**config.mk**
```make
export PLATFORM = sky130hd
export DESIGN_NAME = wildcard_byte_pattern_scanner
export DESIGN_NICKNAME = d
export VERILOG_FILES = /design/src/wbps_pkg.sv /design/src/wildcard_byte_pattern_scanner.sv /design/src/wbps_cfg.sv /design/src/wbps_match.sv
export SDC_FILE = /design/constraint.sdc
export NUM_CORES = 1
export LEC_CHECK = 0
export BUFFER_PORTS_ARGS = -buffer_cell sky130_fd_sc_hd__clkbuf_2
export CAP_MARGIN = 20
export CORE_MARGIN = 1
export CORE_UTILIZATION = 35
export CTS_BUF_LIST = sky130_fd_sc_hd__clkbuf_4
export DETAILED_ROUTE_END_ITERATION = 12
export PLACE_DENSITY_LB_ADDON = 0.15
export SLEW_MARGIN = 30
export SYNTH_ARGS = -nofsm -noshare
export SYNTH_HDL_FRONTEND = slang
export SYNTH_SLANG_ARGS = --single-unit
```
**constraint.sdc**
```tcl
create_clock -name clk -period 15.53 [get_ports clk]
set_clock_uncertainty 0.2 [all_clocks]
set_input_delay 0.7765 -clock clk [delete_from_list [all_inputs] [get_ports clk]]
set_output_delay 0.7765 -clock clk [all_outputs]
set_load 0.05 [all_outputs]
```
**src/wbps_pkg.sv**
```systemverilog
`timescale 1ns / 1ps

package wbps_pkg;

    localparam int PATTERN_MAX = 16;
    localparam int POS_W       = $clog2(PATTERN_MAX);
    localparam int LEN_W       = 5;
    localparam int SEEN_W      = 25;
    localparam int HITS_W      = 16;
    localparam int SCAN_W      = 24;
    localparam int CFG_ADDR_W  = 3;
    localparam int CFG_DATA_W  = 64;

    localparam logic [SEEN_W-1:0] SEEN_MAX = {SEEN_W{1'b1}};
    localparam logic [HITS_W-1:0] HITS_MAX = {HITS_W{1'b1}};

    typedef enum logic [CFG_ADDR_W-1:0] {
        REG_PATTERN_LOW    = 3'd0,
        REG_PATTERN_HIGH   = 3'd1,
        REG_WILDCARD_MASK  = 3'd2,
        REG_PATTERN_LENGTH = 3'd3,
        REG_SEARCH_UP      = 3'd4,
        REG_SCAN_COUNT     = 3'd5,
        REG_WANTED_OCC     = 3'd6
    } cfg_reg_t;

    typedef logic [PATTERN_MAX-1:0][7:0] window_t;

    typedef struct packed {
        logic [63:0]             pattern_low;
        logic [63:0]             pattern_high;
        logic [PATTERN_MAX-1:0]  wildcard_mask;
        logic [LEN_W-1:0]        pattern_length;
        logic                    search_up;
        logic [SCAN_W-1:0]       scan_count;
        logic [HITS_W-1:0]       wanted_occurrence;
    } cfg_t;

endpackage

```
**src/wildcard_byte_pattern_scanner.sv**
```systemverilog
`timescale 1ns / 1ps

// Wildcard byte pattern scanner.
// Feed memory bytes in scan order on the s_axis side, one per beat; set
// tuser on the first beat of a scan to clear the window and the counters.
// Each accepted beat yields exactly one result beat on the m_axis side:
// window match and found flags in tuser, the window distance in tdata and
// scan done in tlast. Once a scan is done, further bytes give done-only
// results until the next first-byte beat.
// Configuration is written through cfg_wr_en/cfg_addr/cfg_wdata while the
// stream is idle; the register index follows cfg_reg_t in wbps_pkg.
// Pipeline: each byte passes through the input register, then the result
// register, before its result beat is presented. Throughput: one byte per
// cycle while the receiver takes the results; all sixteen pattern positions
// are compared in parallel in one pass.
// Reset clears the window, counters, the pipeline valids and the registers
// to their defaults (length 1, occurrence 1). When the receiver stalls, the
// result register holds and the input register fills; s_axis_tready drops
// only when both are occupied and m_axis_tready is low.
module wildcard_byte_pattern_scanner
    import wbps_pkg::*;
(
    input  logic                  clk,
    input  logic                  rst_n,
    input  logic                  cfg_wr_en,
    input  logic [CFG_ADDR_W-1:0] cfg_addr,
    input  logic [CFG_DATA_W-1:0] cfg_wdata,
    input  logic                  s_axis_tvalid,
    output logic                  s_axis_tready,
    input  logic [7:0]            s_axis_tdata,   // [7:0] mem_byte
    input  logic                  s_axis_tuser,   // [0] first_byte
    output logic                  m_axis_tvalid,
    input  logic                  m_axis_tready,
    output logic [31:0]           m_axis_tdata,   // [24:0] match_distance, rest zero
    output logic [1:0]            m_axis_tuser,   // [0] window_match, [1] found
    output logic                  m_axis_tlast    // scan_done
);

    cfg_t             cfg;
    logic [LEN_W-1:0] len_eff;

    wbps_cfg u_cfg (
        .clk       (clk),
        .rst_n     (rst_n),
        .cfg_wr_en (cfg_wr_en),
        .cfg_addr  (cfg_addr),
        .cfg_wdata (cfg_wdata),
        .cfg       (cfg),
        .len_eff   (len_eff)
    );

    // Input register
    logic       in_valid_reg;
    logic [7:0] in_byte_reg;
    logic       in_first_reg;

    // Scan state
    window_t           win_reg;
    logic [SEEN_W-1:0] seen_reg;
    logic [HITS_W-1:0] hits_reg;
    logic              finished_reg;

    // Result register
    logic              out_valid_reg;
    logic              out_match_reg;
    logic              out_found_reg;
    logic [SEEN_W-1:0] out_dist_reg;
    logic              out_done_reg;

    logic out_free;
    logic advance;

    assign out_free      = !out_valid_reg || m_axis_tready;
    assign advance       = in_valid_reg && out_free;
    assign s_axis_tready = !in_valid_reg || out_free;

    // State as seen by the byte in the input register: a first byte starts clean
    window_t           eff_win;
    logic [SEEN_W-1:0] eff_seen;
    logic [HITS_W-1:0] eff_hits;
    logic              eff_fin;

    assign eff_win  = in_first_reg ? '0 : win_reg;
    assign eff_seen = in_first_reg ? '0 : seen_reg;
    assign eff_hits = in_first_reg ? '0 : hits_reg;
    assign eff_fin  = in_first_reg ? 1'b0 : finished_reg;

    window_t           win_next;
    logic [SEEN_W-1:0] seen_next;
    logic [HITS_W-1:0] hits_next;
    logic              match;
    logic              tested;
    logic              hit;
    logic              done;
    logic [SEEN_W:0]   limit;
    logic [SEEN_W:0]   win_idx;
    logic [SEEN_W+1:0] done_lhs;
    logic [SEEN_W+1:0] done_rhs;

    // Shift the new byte in as the newest slot
    assign win_next  = {eff_win[PATTERN_MAX-2:0], in_byte_reg};
    assign seen_next = (eff_seen == SEEN_MAX) ? eff_seen : eff_seen + SEEN_W'(1);

    wbps_match u_match (
        .window  (win_next),
        .cfg     (cfg),
        .len_eff (len_eff),
        .match   (match)
    );

    // Last tested window is scan_count + len - 1; window index is seen - len + 1
    assign limit    = (SEEN_W+1)'(cfg.scan_count) + (SEEN_W+1)'(len_eff) - (SEEN_W+1)'(1);
    assign win_idx  = (SEEN_W+1)'(seen_next) - (SEEN_W+1)'(len_eff) + (SEEN_W+1)'(1);
    assign tested   = (seen_next >= SEEN_W'(len_eff)) && (win_idx <= limit);

    assign hits_next = (tested && match && (eff_hits != HITS_MAX))
                       ? eff_hits + HITS_W'(1) : eff_hits;
    assign hit       = tested && match && (cfg.wanted_occurrence != '0)
                       && (hits_next == cfg.wanted_occurrence);

    // Stop once the stream has passed the end of the last window
    assign done_lhs = (SEEN_W+2)'(seen_next) + (SEEN_W+2)'(1);
    assign done_rhs = (SEEN_W+2)'(limit) + (SEEN_W+2)'(len_eff);
    assign done     = hit || (done_lhs >= done_rhs);

    always_ff @(posedge clk or negedge rst_n)
    begin
        if (!rst_n)
        begin
            in_valid_reg  <= 1'b0;
            out_valid_reg <= 1'b0;
            win_reg       <= '0;
            seen_reg      <= '0;
            hits_reg      <= '0;
            finished_reg  <= 1'b0;
        end
        else
        begin
            if (s_axis_tready)
            begin
                in_valid_reg <= s_axis_tvalid;
            end
            if (out_free)
            begin
                out_valid_reg <= in_valid_reg;
            end
            // Hold state for bytes that arrive after the scan finished
            if (advance && !eff_fin)
            begin
                win_reg      <= win_next;
                seen_reg     <= seen_next;
                hits_reg     <= hits_next;
                finished_reg <= done;
            end
        end
    end

    always_ff @(posedge clk)
    begin
        if (s_axis_tready && s_axis_tvalid)
        begin
            in_byte_reg  <= s_axis_tdata;
            in_first_reg <= s_axis_tuser;
        end
        if (advance)
        begin
            if (eff_fin)
            begin
                out_match_reg <= 1'b0;
                out_found_reg <= 1'b0;
                out_dist_reg  <= '0;
                out_done_reg  <= 1'b1;
            end
            else
            begin
                out_match_reg <= tested && match;
                out_found_reg <= hit;
                out_dist_reg  <= tested ? win_idx[SEEN_W-1:0] : '0;
                out_done_reg  <= done;
            end
        end
    end

    assign m_axis_tvalid = out_valid_reg;
    assign m_axis_tdata  = {(32 - SEEN_W)'(0), out_dist_reg};
    assign m_axis_tuser  = {out_found_reg, out_match_reg};
    assign m_axis_tlast  = out_done_reg;

endmodule

```
**src/wbps_cfg.sv**
```systemverilog
`timescale 1ns / 1ps

module wbps_cfg
    import wbps_pkg::*;
(
    input  logic                  clk,
    input  logic                  rst_n,
    input  logic                  cfg_wr_en,
    input  logic [CFG_ADDR_W-1:0] cfg_addr,
    input  logic [CFG_DATA_W-1:0] cfg_wdata,
    output cfg_t                  cfg,
    output logic [LEN_W-1:0]      len_eff
);

    cfg_t cfg_reg;

    always_ff @(posedge clk or negedge rst_n)
    begin
        if (!rst_n)
        begin
            cfg_reg                   <= '0;
            cfg_reg.pattern_length    <= LEN_W'(1);
            cfg_reg.wanted_occurrence <= HITS_W'(1);
        end
        else if (cfg_wr_en)
        begin
            unique case (cfg_reg_t'(cfg_addr))
                REG_PATTERN_LOW:    cfg_reg.pattern_low       <= cfg_wdata;
                REG_PATTERN_HIGH:   cfg_reg.pattern_high      <= cfg_wdata;
                REG_WILDCARD_MASK:  cfg_reg.wildcard_mask     <= cfg_wdata[PATTERN_MAX-1:0];
                REG_PATTERN_LENGTH: cfg_reg.pattern_length    <= cfg_wdata[LEN_W-1:0];
                REG_SEARCH_UP:      cfg_reg.search_up         <= cfg_wdata[0];
                REG_SCAN_COUNT:     cfg_reg.scan_count        <= cfg_wdata[SCAN_W-1:0];
                REG_WANTED_OCC:     cfg_reg.wanted_occurrence <= cfg_wdata[HITS_W-1:0];
                default:            ;
            endcase
        end
    end

    assign cfg = cfg_reg;

    // Clamp length: zero acts as one, anything above the maximum as the maximum
    always_comb
    begin
        priority if (cfg_reg.pattern_length == '0)
            len_eff = LEN_W'(1);
        else if (cfg_reg.pattern_length > LEN_W'(PATTERN_MAX))
            len_eff = LEN_W'(PATTERN_MAX);
        else
            len_eff = cfg_reg.pattern_length;
    end

endmodule

```
**src/wbps_match.sv**
```systemverilog
`timescale 1ns / 1ps

module wbps_match
    import wbps_pkg::*;
(
    input  window_t          window,
    input  cfg_t             cfg,
    input  logic [LEN_W-1:0] len_eff,
    output logic             match
);

    window_t                            pat;
    logic [PATTERN_MAX-1:0][POS_W-1:0]  pos;
    logic [PATTERN_MAX-1:0]             ok;
    logic [POS_W-1:0]                   len_m1;

    assign pat    = {cfg.pattern_high, cfg.pattern_low};
    assign len_m1 = POS_W'(len_eff - LEN_W'(1));

    // Slot k holds the k-th newest byte; pick the pattern byte it faces
    always_comb
    begin
        for (int k = 0; k < PATTERN_MAX; k++)
        begin
            pos[k] = cfg.search_up ? POS_W'(k) : POS_W'(len_m1 - POS_W'(k));
            ok[k]  = (LEN_W'(k) >= len_eff) || cfg.wildcard_mask[pos[k]]
                     || (window[k] == pat[pos[k]]);
        end
    end

    assign match = &ok;

endmodule
```
== Word-level counts from Yosys, hierarchy flattened ==
Cells that the tools add are included.

* Magnitude comparators: 36
* Bitwise gates (word level): 1
* Muxes and demuxes: 88
* $add $sub $neg: 24
* Reduce and logical (&&, ||, !) cells: 58
* Equal/unequal tests: 25

{| class="wikitable"
|+ Operators by type and width
! kind !! number
|-
| 8-bit binary-select mux with 4-bit select || 16
|-
| 8-bit equality test || 16
|-
| 8-bit 2-to-1 mux || 16
|-
| 120-bit 2-to-1 mux || 1
|-
| 4-bit by 5-bit < comparator with 1-bit output, second input constant || 16
|-
| 1-bit binary-select mux with 4-bit select || 16
|-
| 4-bit 2-to-1 mux || 16
|-
| 25-bit 2-to-1 mux || 2
|-
| 4-bit by 5-bit >= comparator with 1-bit output, first input constant || 8
|-
| 1-bit logical OR || 35
|-
| 16-bit 2-to-1 mux || 2
|-
| 4-bit subtractor, second input constant || 8
|-
| 26-bit by 5-bit adder with 27-bit output || 1
|-
| 26-bit by 27-bit >= comparator with 1-bit output || 1
|-
| 25-bit by 1-bit adder with 26-bit output, second input constant || 1
|-
| 26-bit by 1-bit adder with 26-bit output, second input constant || 1
|-
| 26-bit less-or-equal comparator || 1
|-
| 25-bit by 1-bit subtractor with 26-bit output, second input constant || 1
|-
| 25-bit by 5-bit subtractor with 26-bit output || 1
|-
| 24-bit by 5-bit adder with 25-bit output || 1
|-
| 25-bit by 1-bit adder with 25-bit output, second input constant || 1
|-
| 25-bit equality test, second input constant || 1
|-
| 25-bit by 5-bit >= comparator with 1-bit output || 1
|-
| 3-bit by 5-bit >= comparator with 1-bit output, first input constant || 4
|-
| 23 further kinds || 65
|}

* Output and inout port bits: 37
* Input port bits: 81
* Register bits: 391
* Logic and storage cells: 265

== Depth between registers and ports, before layout ==
Gate-level depths: netlist of the first run.

* Depth in word-level cells: 17
* Mapped depth: 50
* Depth with buffers taken out: 39

== Cells and area by module ==
From an unflattened synthesis of the first run, not the netlist that was laid out.

* Cell total of the unflattened synthesis: 3610
* Area total of the unflattened synthesis: 33833.7 µm²

{| class="wikitable"
|+ By module, submodules not included
! module !! area each (µm²) !! cells an instance !! sequential area each (µm²) !! instances
|-
| wildcard_byte_pattern_scanner || 15605.0 || 1689 || 5215.0 || 1
|-
| wbps_match || 10874.2 || 1508 || 0.0 || 1
|-
| wbps_cfg || 7354.6 || 413 || 4757.1 || 1
|}

== Worst setup path after synthesis of the first run ==
No wires, ideal clock.

* Path type: register -> register
* From: reg in_first_reg
* To: reg out_found_reg (data pin)
* Stages on the path, launching flop included: 48
* Buffers on the path: 9
* Arrival: 9.607 ns
* Setup time: 0.256 ns
* Period minus slack after synthesis: 10.063 ns
* Required time: 15.074 ns
* Setup slack: 5.467 ns
* Cell sequence: edfxtp_1 clkbuf_1 clkbuf_1 clkbuf_1 clkbuf_1 buf_1 buf_1 clkbuf_1 clkbuf_1 buf_1 nor2b_1 ha_1 nand4_1 nor4_1 a21oi_1 nand2_1 xor2_1 nor2_1 [... 12 more ...] o21ai_0 xnor2_1 ha_1 a21o_1 a21o_1 a21o_1 a21oi_1 o21ai_0 nand2_1 o311ai_0 a2bb2oi_1 o21ai_1 a211oi_2 nand4_2 nor4_2 mux2_2 xnor2_1 and4bb_1

* Longest elaborated chain between the ends: 12
* Elaborated cells between the ends (all ways): 51
* Those cells by class: add/sub (4); order compare (2); eq/ne (18); mux (6); reduce/logical (21)

{| class="wikitable"
|+ Ends and longest elaborated chain
! item !! line !! source
|-
| from (decl) || wildcard_byte_pattern_scanner.sv:55 || <nowiki>logic in_first_reg;</nowiki>
|-
| from (signal assigned) || wildcard_byte_pattern_scanner.sv:163 || <nowiki>in_first_reg <= s_axis_tuser;</nowiki>
|-
| 25-bit 2-to-1 mux * || wildcard_byte_pattern_scanner.sv:84 || <nowiki>assign eff_seen = in_first_reg ? '0 : seen_reg;</nowiki>
|-
| 25-bit by 1-bit adder with 25-bit output or 25-bit equality test (tied branches) || wildcard_byte_pattern_scanner.sv:102 || <nowiki>assign seen_next = (eff_seen == SEEN_MAX) ? eff_seen : eff_seen + SEEN_W'(1);</nowiki>
|-
| 25-bit 2-to-1 mux * || wildcard_byte_pattern_scanner.sv:102 ||
|-
| via seen_next[3] || wildcard_byte_pattern_scanner.sv:89 || <nowiki>logic [SEEN_W-1:0] seen_next;</nowiki>
|-
| 25-bit by 5-bit subtractor with 26-bit output * || wildcard_byte_pattern_scanner.sv:113 || <nowiki>assign win_idx = (SEEN_W+1)'(seen_next) - (SEEN_W+1)'(len_eff) + (SEEN_W+1)'(1);</nowiki>
|-
| 26-bit by 1-bit adder with 26-bit output * || wildcard_byte_pattern_scanner.sv:113 ||
|-
| via win_idx[19] || wildcard_byte_pattern_scanner.sv:96 || <nowiki>logic [SEEN_W:0] win_idx;</nowiki>
|-
| 26-bit less-or-equal comparator * || wildcard_byte_pattern_scanner.sv:114 || <nowiki>assign tested = (seen_next >= SEEN_W'(len_eff)) && (win_idx <= limit);</nowiki>
|-
| 1-bit logical AND * || wildcard_byte_pattern_scanner.sv:114 ||
|-
| 1-bit logical AND * || wildcard_byte_pattern_scanner.sv:116, wildcard_byte_pattern_scanner.sv:118 ||
|-
| 1-bit logical AND || wildcard_byte_pattern_scanner.sv:116 || <nowiki>assign hits_next = (tested && match && (eff_hits != HITS_MAX))</nowiki>
|-
| 16-bit 2-to-1 mux || wildcard_byte_pattern_scanner.sv:117 || <nowiki>? eff_hits + HITS_W'(1) : eff_hits;</nowiki>
|-
| 16-bit equality test || wildcard_byte_pattern_scanner.sv:119 || <nowiki>&& (hits_next == cfg.wanted_occurrence);</nowiki>
|-
| 1-bit logical AND * || wildcard_byte_pattern_scanner.sv:119 ||
|-
| to (signal assigned) || wildcard_byte_pattern_scanner.sv:177 || <nowiki>out_found_reg <= hit;</nowiki>
|-
| to (decl) || wildcard_byte_pattern_scanner.sv:66 || <nowiki>logic out_found_reg;</nowiki>
|}

The timed path passes the listed nets; every way through them passes the cells marked *.
A chain may end at the register's enable or synchronous reset.

== Worst setup path after layout of the first run ==
Ends and elaborated chain as after synthesis.

==> impl_metrics.csv, run 1 <==
group,metric,value,unit
layout,fin_nets,4240,
layout,final_cell_area,39600,sq um
die,floorplan.initialDensity,35.5,%
power,vdd_drop_max,0.101,mV
worst_setup_path,critPathArrivalTime,10.52,ns
clocking,postCtsSetupBuffers,0,
place,routabilityCongestion,0.975,
flow_run,drv_cap,0,
sta,slew_viol_final,0,
clocking,cts.hold.buffers_added,68,
yosys,ys_seq_elements,391,
clocking,clock_latency,1.01,ns
sta,period_share,64.3,%
run_status,status,"complete, no violations",
yosys,synth_cell_type_count,108,
die,die_h,321,microns
sta,rsz0062_at_grt,"false",
yosys,synth_area_per_cell,9.22,sq um
layout,largest_reg_flops,190,
sta,final-hold-violation-count,0,
worst_setup_path,max_stage_delay,0.68,ns
clocking,cts-root-buf,"clkbuf_4",
sta,maxSlewHeadroom,30.4,%
place,place_area,37300,sq um
power,p_leak,16.6,nW
die,io_pins,118,
detailed_routing,wl_per_cell,25.1,microns
die,dieWidth,321,microns
die,dieArea,103000,sq um
detailed_routing,num_vias,31472,
detailed_routing,via_per_inst,5.79,
detailed_routing,wirelength,137000,microns
sta,worst_pin_slew,1.01,ns
power,power,0.00746,W
worst_setup_path,critPathKind,"reg2reg",
layout,drive_above_1_share,19.6,%
worst_setup_path,startpoint_type,"flip-flop",
sta,fmax,100,MHz
layout,fillers,10264,
yosys,seq_area_frac_synth,28.0,%
layout,area_growth_syn_to_layout,11.2,%
yosys,synthArstFlopShare,90.5,%
yosys,synthCells,3862,
worst_setup_path,crit_slowest_cell,"edfxtp_1",
detailed_routing,drt-initial-drc-count,3155,
clocking,cts_buffer_depth,3,
yosys,ys.flop_type,"dfrtp_1",
clocking,numCtsBuffers,120,
worst_setup_path,end_kind,"flip-flop",
layout,regArea,9970,sq um
clocking,cts_tree,"built",
detailed_routing,drc,0,
place,dp_hpwl,104000,microns
die,core_area,100000,sq um
grt,grt_pass1_wl,201000,microns
sta,hold_slack,0.118,ns
layout,multi_input_area,24100,sq um
place,port_buffers,110,
clocking,clkSlewWorstSetupHoldPaths,0.08,ns
sta,tns,0,ns
sta,min_period,9.99,ns
grt,grt_max_degree,115,
sta,setup_violations,0,
grt,grt_usage,26.1,%
die,fp-row-count,116,
clocking,htree_levels,3,
clocking,ctsResizeCount,0,
worst_setup_path,required,16.06,ns
layout,layout_common_cells,"nand2_1, mux2i_1, dfrtp_1",
worst_setup_path,cp_max_fo,56,
yosys,synth-edff-count,37,
clocking,cts.sinks,391,
detailed_routing,drt_pass1_iterations,6,
power,p_per_area,188,nW/um^2
grt,gr-total-overflow,0,
grt,grt_pass1_vias,29046,
detailed_routing,ant_nets,0,
yosys,synthesis.area,35600,sq um
layout,mostFrequentLayoutCell,"nand2_1",
yosys,ys_warn_count,0,
grt,grt_antenna_before_repair,4,
hold_path,min_path_type,"in2reg",
==> per-layer routing <==
layer	global-route usage, %	routed length [microns]
met5	0	19
met4	8.32	3960
met3	4.58	10500
met2	37.1	56700
met1	39.5	65400
==> synthesized netlist by cell type (all sizes together), types with 54 or more instances <==
cell type / instances / area (sq um)
nor2: 235 / 897
nor3: 84 / 437
ha: 167 / 2090
mux2: 244 / 2750
nand4: 54 / 344
clkbuf: 130 / 488
buf: 116 / 688
nand2: 472 / 1770
mux4: 110 / 2480
nand3: 81 / 410
xnor2: 134 / 1180
o21ai: 233 / 1170
xor2: 62 / 543
dfrtp: 352 / 8810
nor2b: 62 / 390
a31oi: 62 / 400
inv: 133 / 499
mux2i: 389 / 3910
a21oi: 107 / 539
==> per-stage QoR <==
step / utilization, % / std cells / setup WS [ns]
after global routing: 39.4 / 5433 / 4.73
after global placement: 37.1 / 5150 / 5.82
after detailed placement: 37.2 / 5153 / 5.64
after floorplan: - / 3868 / 5.47
final: 39.4 / 5434 / 5.54
after CTS: 39.3 / 5429 / 5.67
==> cell type report <==
type	count	share of cell area [%]
antenna	3	0.0190
clock buffer	171	3.24
clock inverter	37	0.559
inverter	135	1.29
multi-input combinational	3096	60.9
sequential	391	25.2
tap	1357	4.29
timing repair buffer	244	4.49
==> power breakdown <==
group / switching, W / internal (W)
registers: 0.000240 / 0.00119
logic: 0.00309 / 0.00189
clock network: 0.000511 / 0.000535
==> worst max-delay path, delay by kind of cell (launching register included) <==
family	cells	cell delay, ns
AO/OA/AOI/OAI	16	3.23
AND/OR/NAND/NOR	12	2.87
adder cells (fa/ha/maj)	3	1.06
buffers and inverters	3	0.74
flip-flops	1	0.68
XOR/XNOR	3	0.59
multiplexers	1	0.41
==> kinds of logic (layout without fill, tap and decap cells) <==
| family | Yosys count | after routing | synth area share [%] |
|---|---|---|---|
| simple gates | 1255 | 1255 | 17.4 |
| mux | 743 | 743 | 25.6 |
| compound gates | 724 | 724 | 13.3 |
| flops | 391 | 391 | 28.0 |
| buf+inv | 381 | 587 | 4.73 |
| xor+xnor | 196 | 196 | 4.84 |
| fa+ha+maj | 171 | 171 | 6.09 |
| other cells | 1 | 10 | 0.0105 |
==> final timing paths <==
| path | start | end | slack (ns) | cells past startpoint |
|---|---|---|---|---|
| hold reg to reg | win_reg[27] | win_reg[27] | 0.28 | 2 |
| setup reg to reg | in_first_reg | out_found_reg | 5.54 | 38 |
| hold / removal | cfg_wdata[4] | u_cfg.cfg[130] | 0.12 | 2 |
| setup / recovery | in_first_reg | out_found_reg | 5.54 | 38 |
| min in group asynchronous | rst_n | u_cfg.cfg[38] | 0.22 | 2 |
| max in group asynchronous | rst_n | seen_reg[22] | 12.62 | 4 |
Note: power is estimated with default switching activity, not from simulation.
==> inputs of run 2 (changes only) <==
clock period = 10.2 ns   (was 15.53 ns; I/O delays follow)
==> impl_metrics.csv, run 2 (synthesis results as in run 1) <==
group,metric,value,unit
place,place_area,37400,sq um
grt,grt_pass1_wl,203000,microns
detailed_routing,ant_nets,0,
sta,worst_pin_slew,1.09,ns
worst_setup_path,cp_max_fo,22,
clocking,numCtsBuffers,118,
die,floorplan.initialDensity,35.5,%
worst_setup_path,max_stage_delay,0.70,ns
clocking,clock_latency,1.01,ns
die,die_h,321,microns
layout,fillers,10201,
worst_setup_path,path_delay_family,"compound AO/OA/AOI/OAI gates",
layout,final_cell_area,39900,sq um
die,core_area,100000,sq um
clocking,postCtsSetupBuffers,0,
place,port_buffers,110,
die,dieArea,103000,sq um
flow_run,drv_cap,0,
sta,setup_violations,0,
place,routabilityCongestion,0.968,
worst_setup_path,crit_slowest_cell,"edfxtp_1",
clocking,cts-root-buf,"clkbuf_4",
layout,mostFrequentLayoutCell,"nand2_1",
sta,tns,0,ns
worst_setup_path,critPathKind,"reg2reg",
sta,fmax,106,MHz
layout,fin_nets,4271,
worst_setup_path,required,10.71,ns
sta,rsz0062_at_grt,"false",
sta,period_share,92.1,%
detailed_routing,drc,0,
layout,area_growth_syn_to_layout,12.1,%
clocking,cts_buffer_depth,3,
hold_path,min_path_type,"in2reg",
grt,grt_pass1_vias,29228,
detailed_routing,via_per_inst,5.79,
detailed_routing,wl_per_cell,25.5,microns
power,power,0.0114,W
hold_path,worstHoldStart,"s_axis_tdata[0]",
layout,final_util,39.7,%
sta,setup_ws,0.806,ns
worst_setup_path,crit_top_cell,"nor2_1",
power,p_per_area,286,nW/um^2
power,vdd_drop_max,0.133,mV
detailed_routing,drt-initial-drc-count,3012,
worst_setup_path,critPathLaunch,"in_first_reg",
detailed_routing,num_vias,31637,
worst_setup_path,critPathArrivalTime,9.90,ns
sta,slew_viol_final,0,
grt,grt_max_degree,138,
worst_setup_path,reg2reg_from,"in_first_reg",
clocking,clkSlewWorstSetupHoldPaths,0.06,ns
grt,grt_antenna_before_repair,12,
sta,maxSlewHeadroom,25.3,%
worst_setup_path,startpoint_type,"flip-flop",
place,dp_hpwl,107000,microns
layout,layout_common_cells,"nand2_1, mux2i_1, dfrtp_1",
detailed_routing,drt_pass1_iterations,6,
clocking,htree_levels,3,
die,fp-row-count,116,
grt,gr-total-overflow,0,
power,p_leak,16.7,nW
detailed_routing,wirelength,139000,microns
grt,grt_usage,26.7,%
worst_setup_path,end_kind,"flip-flop",
sta,final-hold-violation-count,0,
run_status,status,"complete, no violations",
clocking,cts.sinks,391,
layout,drive_above_1_share,19.5,%
sta,min_period,9.39,ns
worst_setup_path,cp_num_buf_inv,2,
clocking,cts_tree,"built",
layout,largest_reg_flops,190,
die,io_pins,118,
die,dieWidth,321,microns
place,place_ws,0.855,ns
-- run 2: cell types whose count changed in the layout (fill, tap and decap cells not counted), sizes merged --
cell         delta
inv             +2
bufinv          -1
clkinvlp        -1
clkbuf          -2
clkinv          -2
buf             +8
dlygate4sd3    +25
-- run 2: worst reg2reg max path, delay by kind of cell (launching register included) --
family	cells	cell delay, ns
AOI/OAI and AO/OA	17	3.59
xor gates and xnor gates	2	0.40
adders and majority gates	2	0.87
buffers and inverters	2	0.47
DFF	1	0.70
and+or+nand+nor	15	2.93
-- run 2: path summary, 6_finish.rpt --
kind | endpoint | slack, ns | depth (start not counted)
worst max register to register | m_axis_tlast | 0.81 | 38
max in group asynchronous | win_reg[101] | 7.83 | 5
worst max-delay path | m_axis_tlast | 0.81 | 38
worst min-delay path | in_byte_reg[0] | 0.1 | 2
worst min register to register | win_reg[14] | 0.28 | 2
min in group asynchronous | u_cfg.cfg[100] | 0.52 | 4
-- run 2: cell type report --
type / instances / area [sq um] / area share, %
Antenna cell: 3 / 7.51 / 0.0188
Clock buffer: 169 / 1270 / 3.18
Clock inverter: 35 / 183 / 0.458
Inverter: 135 / 509 / 1.28
Multi-Input combinational cell: 3096 / 24100 / 60.4
Sequential cell: 391 / 9970 / 25.0
Tap cell: 1357 / 1700 / 4.25
Timing Repair Buffer: 277 / 2170 / 5.44
-- run 2: report_power, final --
group | switching, W | internal, W
Clock | 0.000771 | 0.000780
Combinational | 0.00474 | 0.00291
Sequential | 0.000390 | 0.00181
Total | 0.00590 | 0.00550
-- run 2: timing repair --
action	in CTS	in global routing
gates resized for setup	0	0
hold buffers	94	0
endpoints found under the hold margin	294	0
-- run 2: metrics by stage --
| stage | hold slack [ns] | cells |
|---|---|---|
| floorplan | 0.0144 | 3868 |
| global placement | 0.261 | 5154 |
| detailed placement | 0.265 | 5156 |
| CTS | 0.00197 | 5454 |
| global route | 0.0629 | 5462 |
| finish | 0.0952 | 5463 |
-- run 2: metal layers --
metal | track usage, % | up-vias | part of all wire (%)
met5 | 0 | - | 0.044
met4 | 8.61 | 8 | 3.0
met3 | 6.32 | 184 | 8.2
met2 | 37.8 | 1136 | 42
met1 | 39.3 | 15766 | 47
li1 | - | 14543 | -
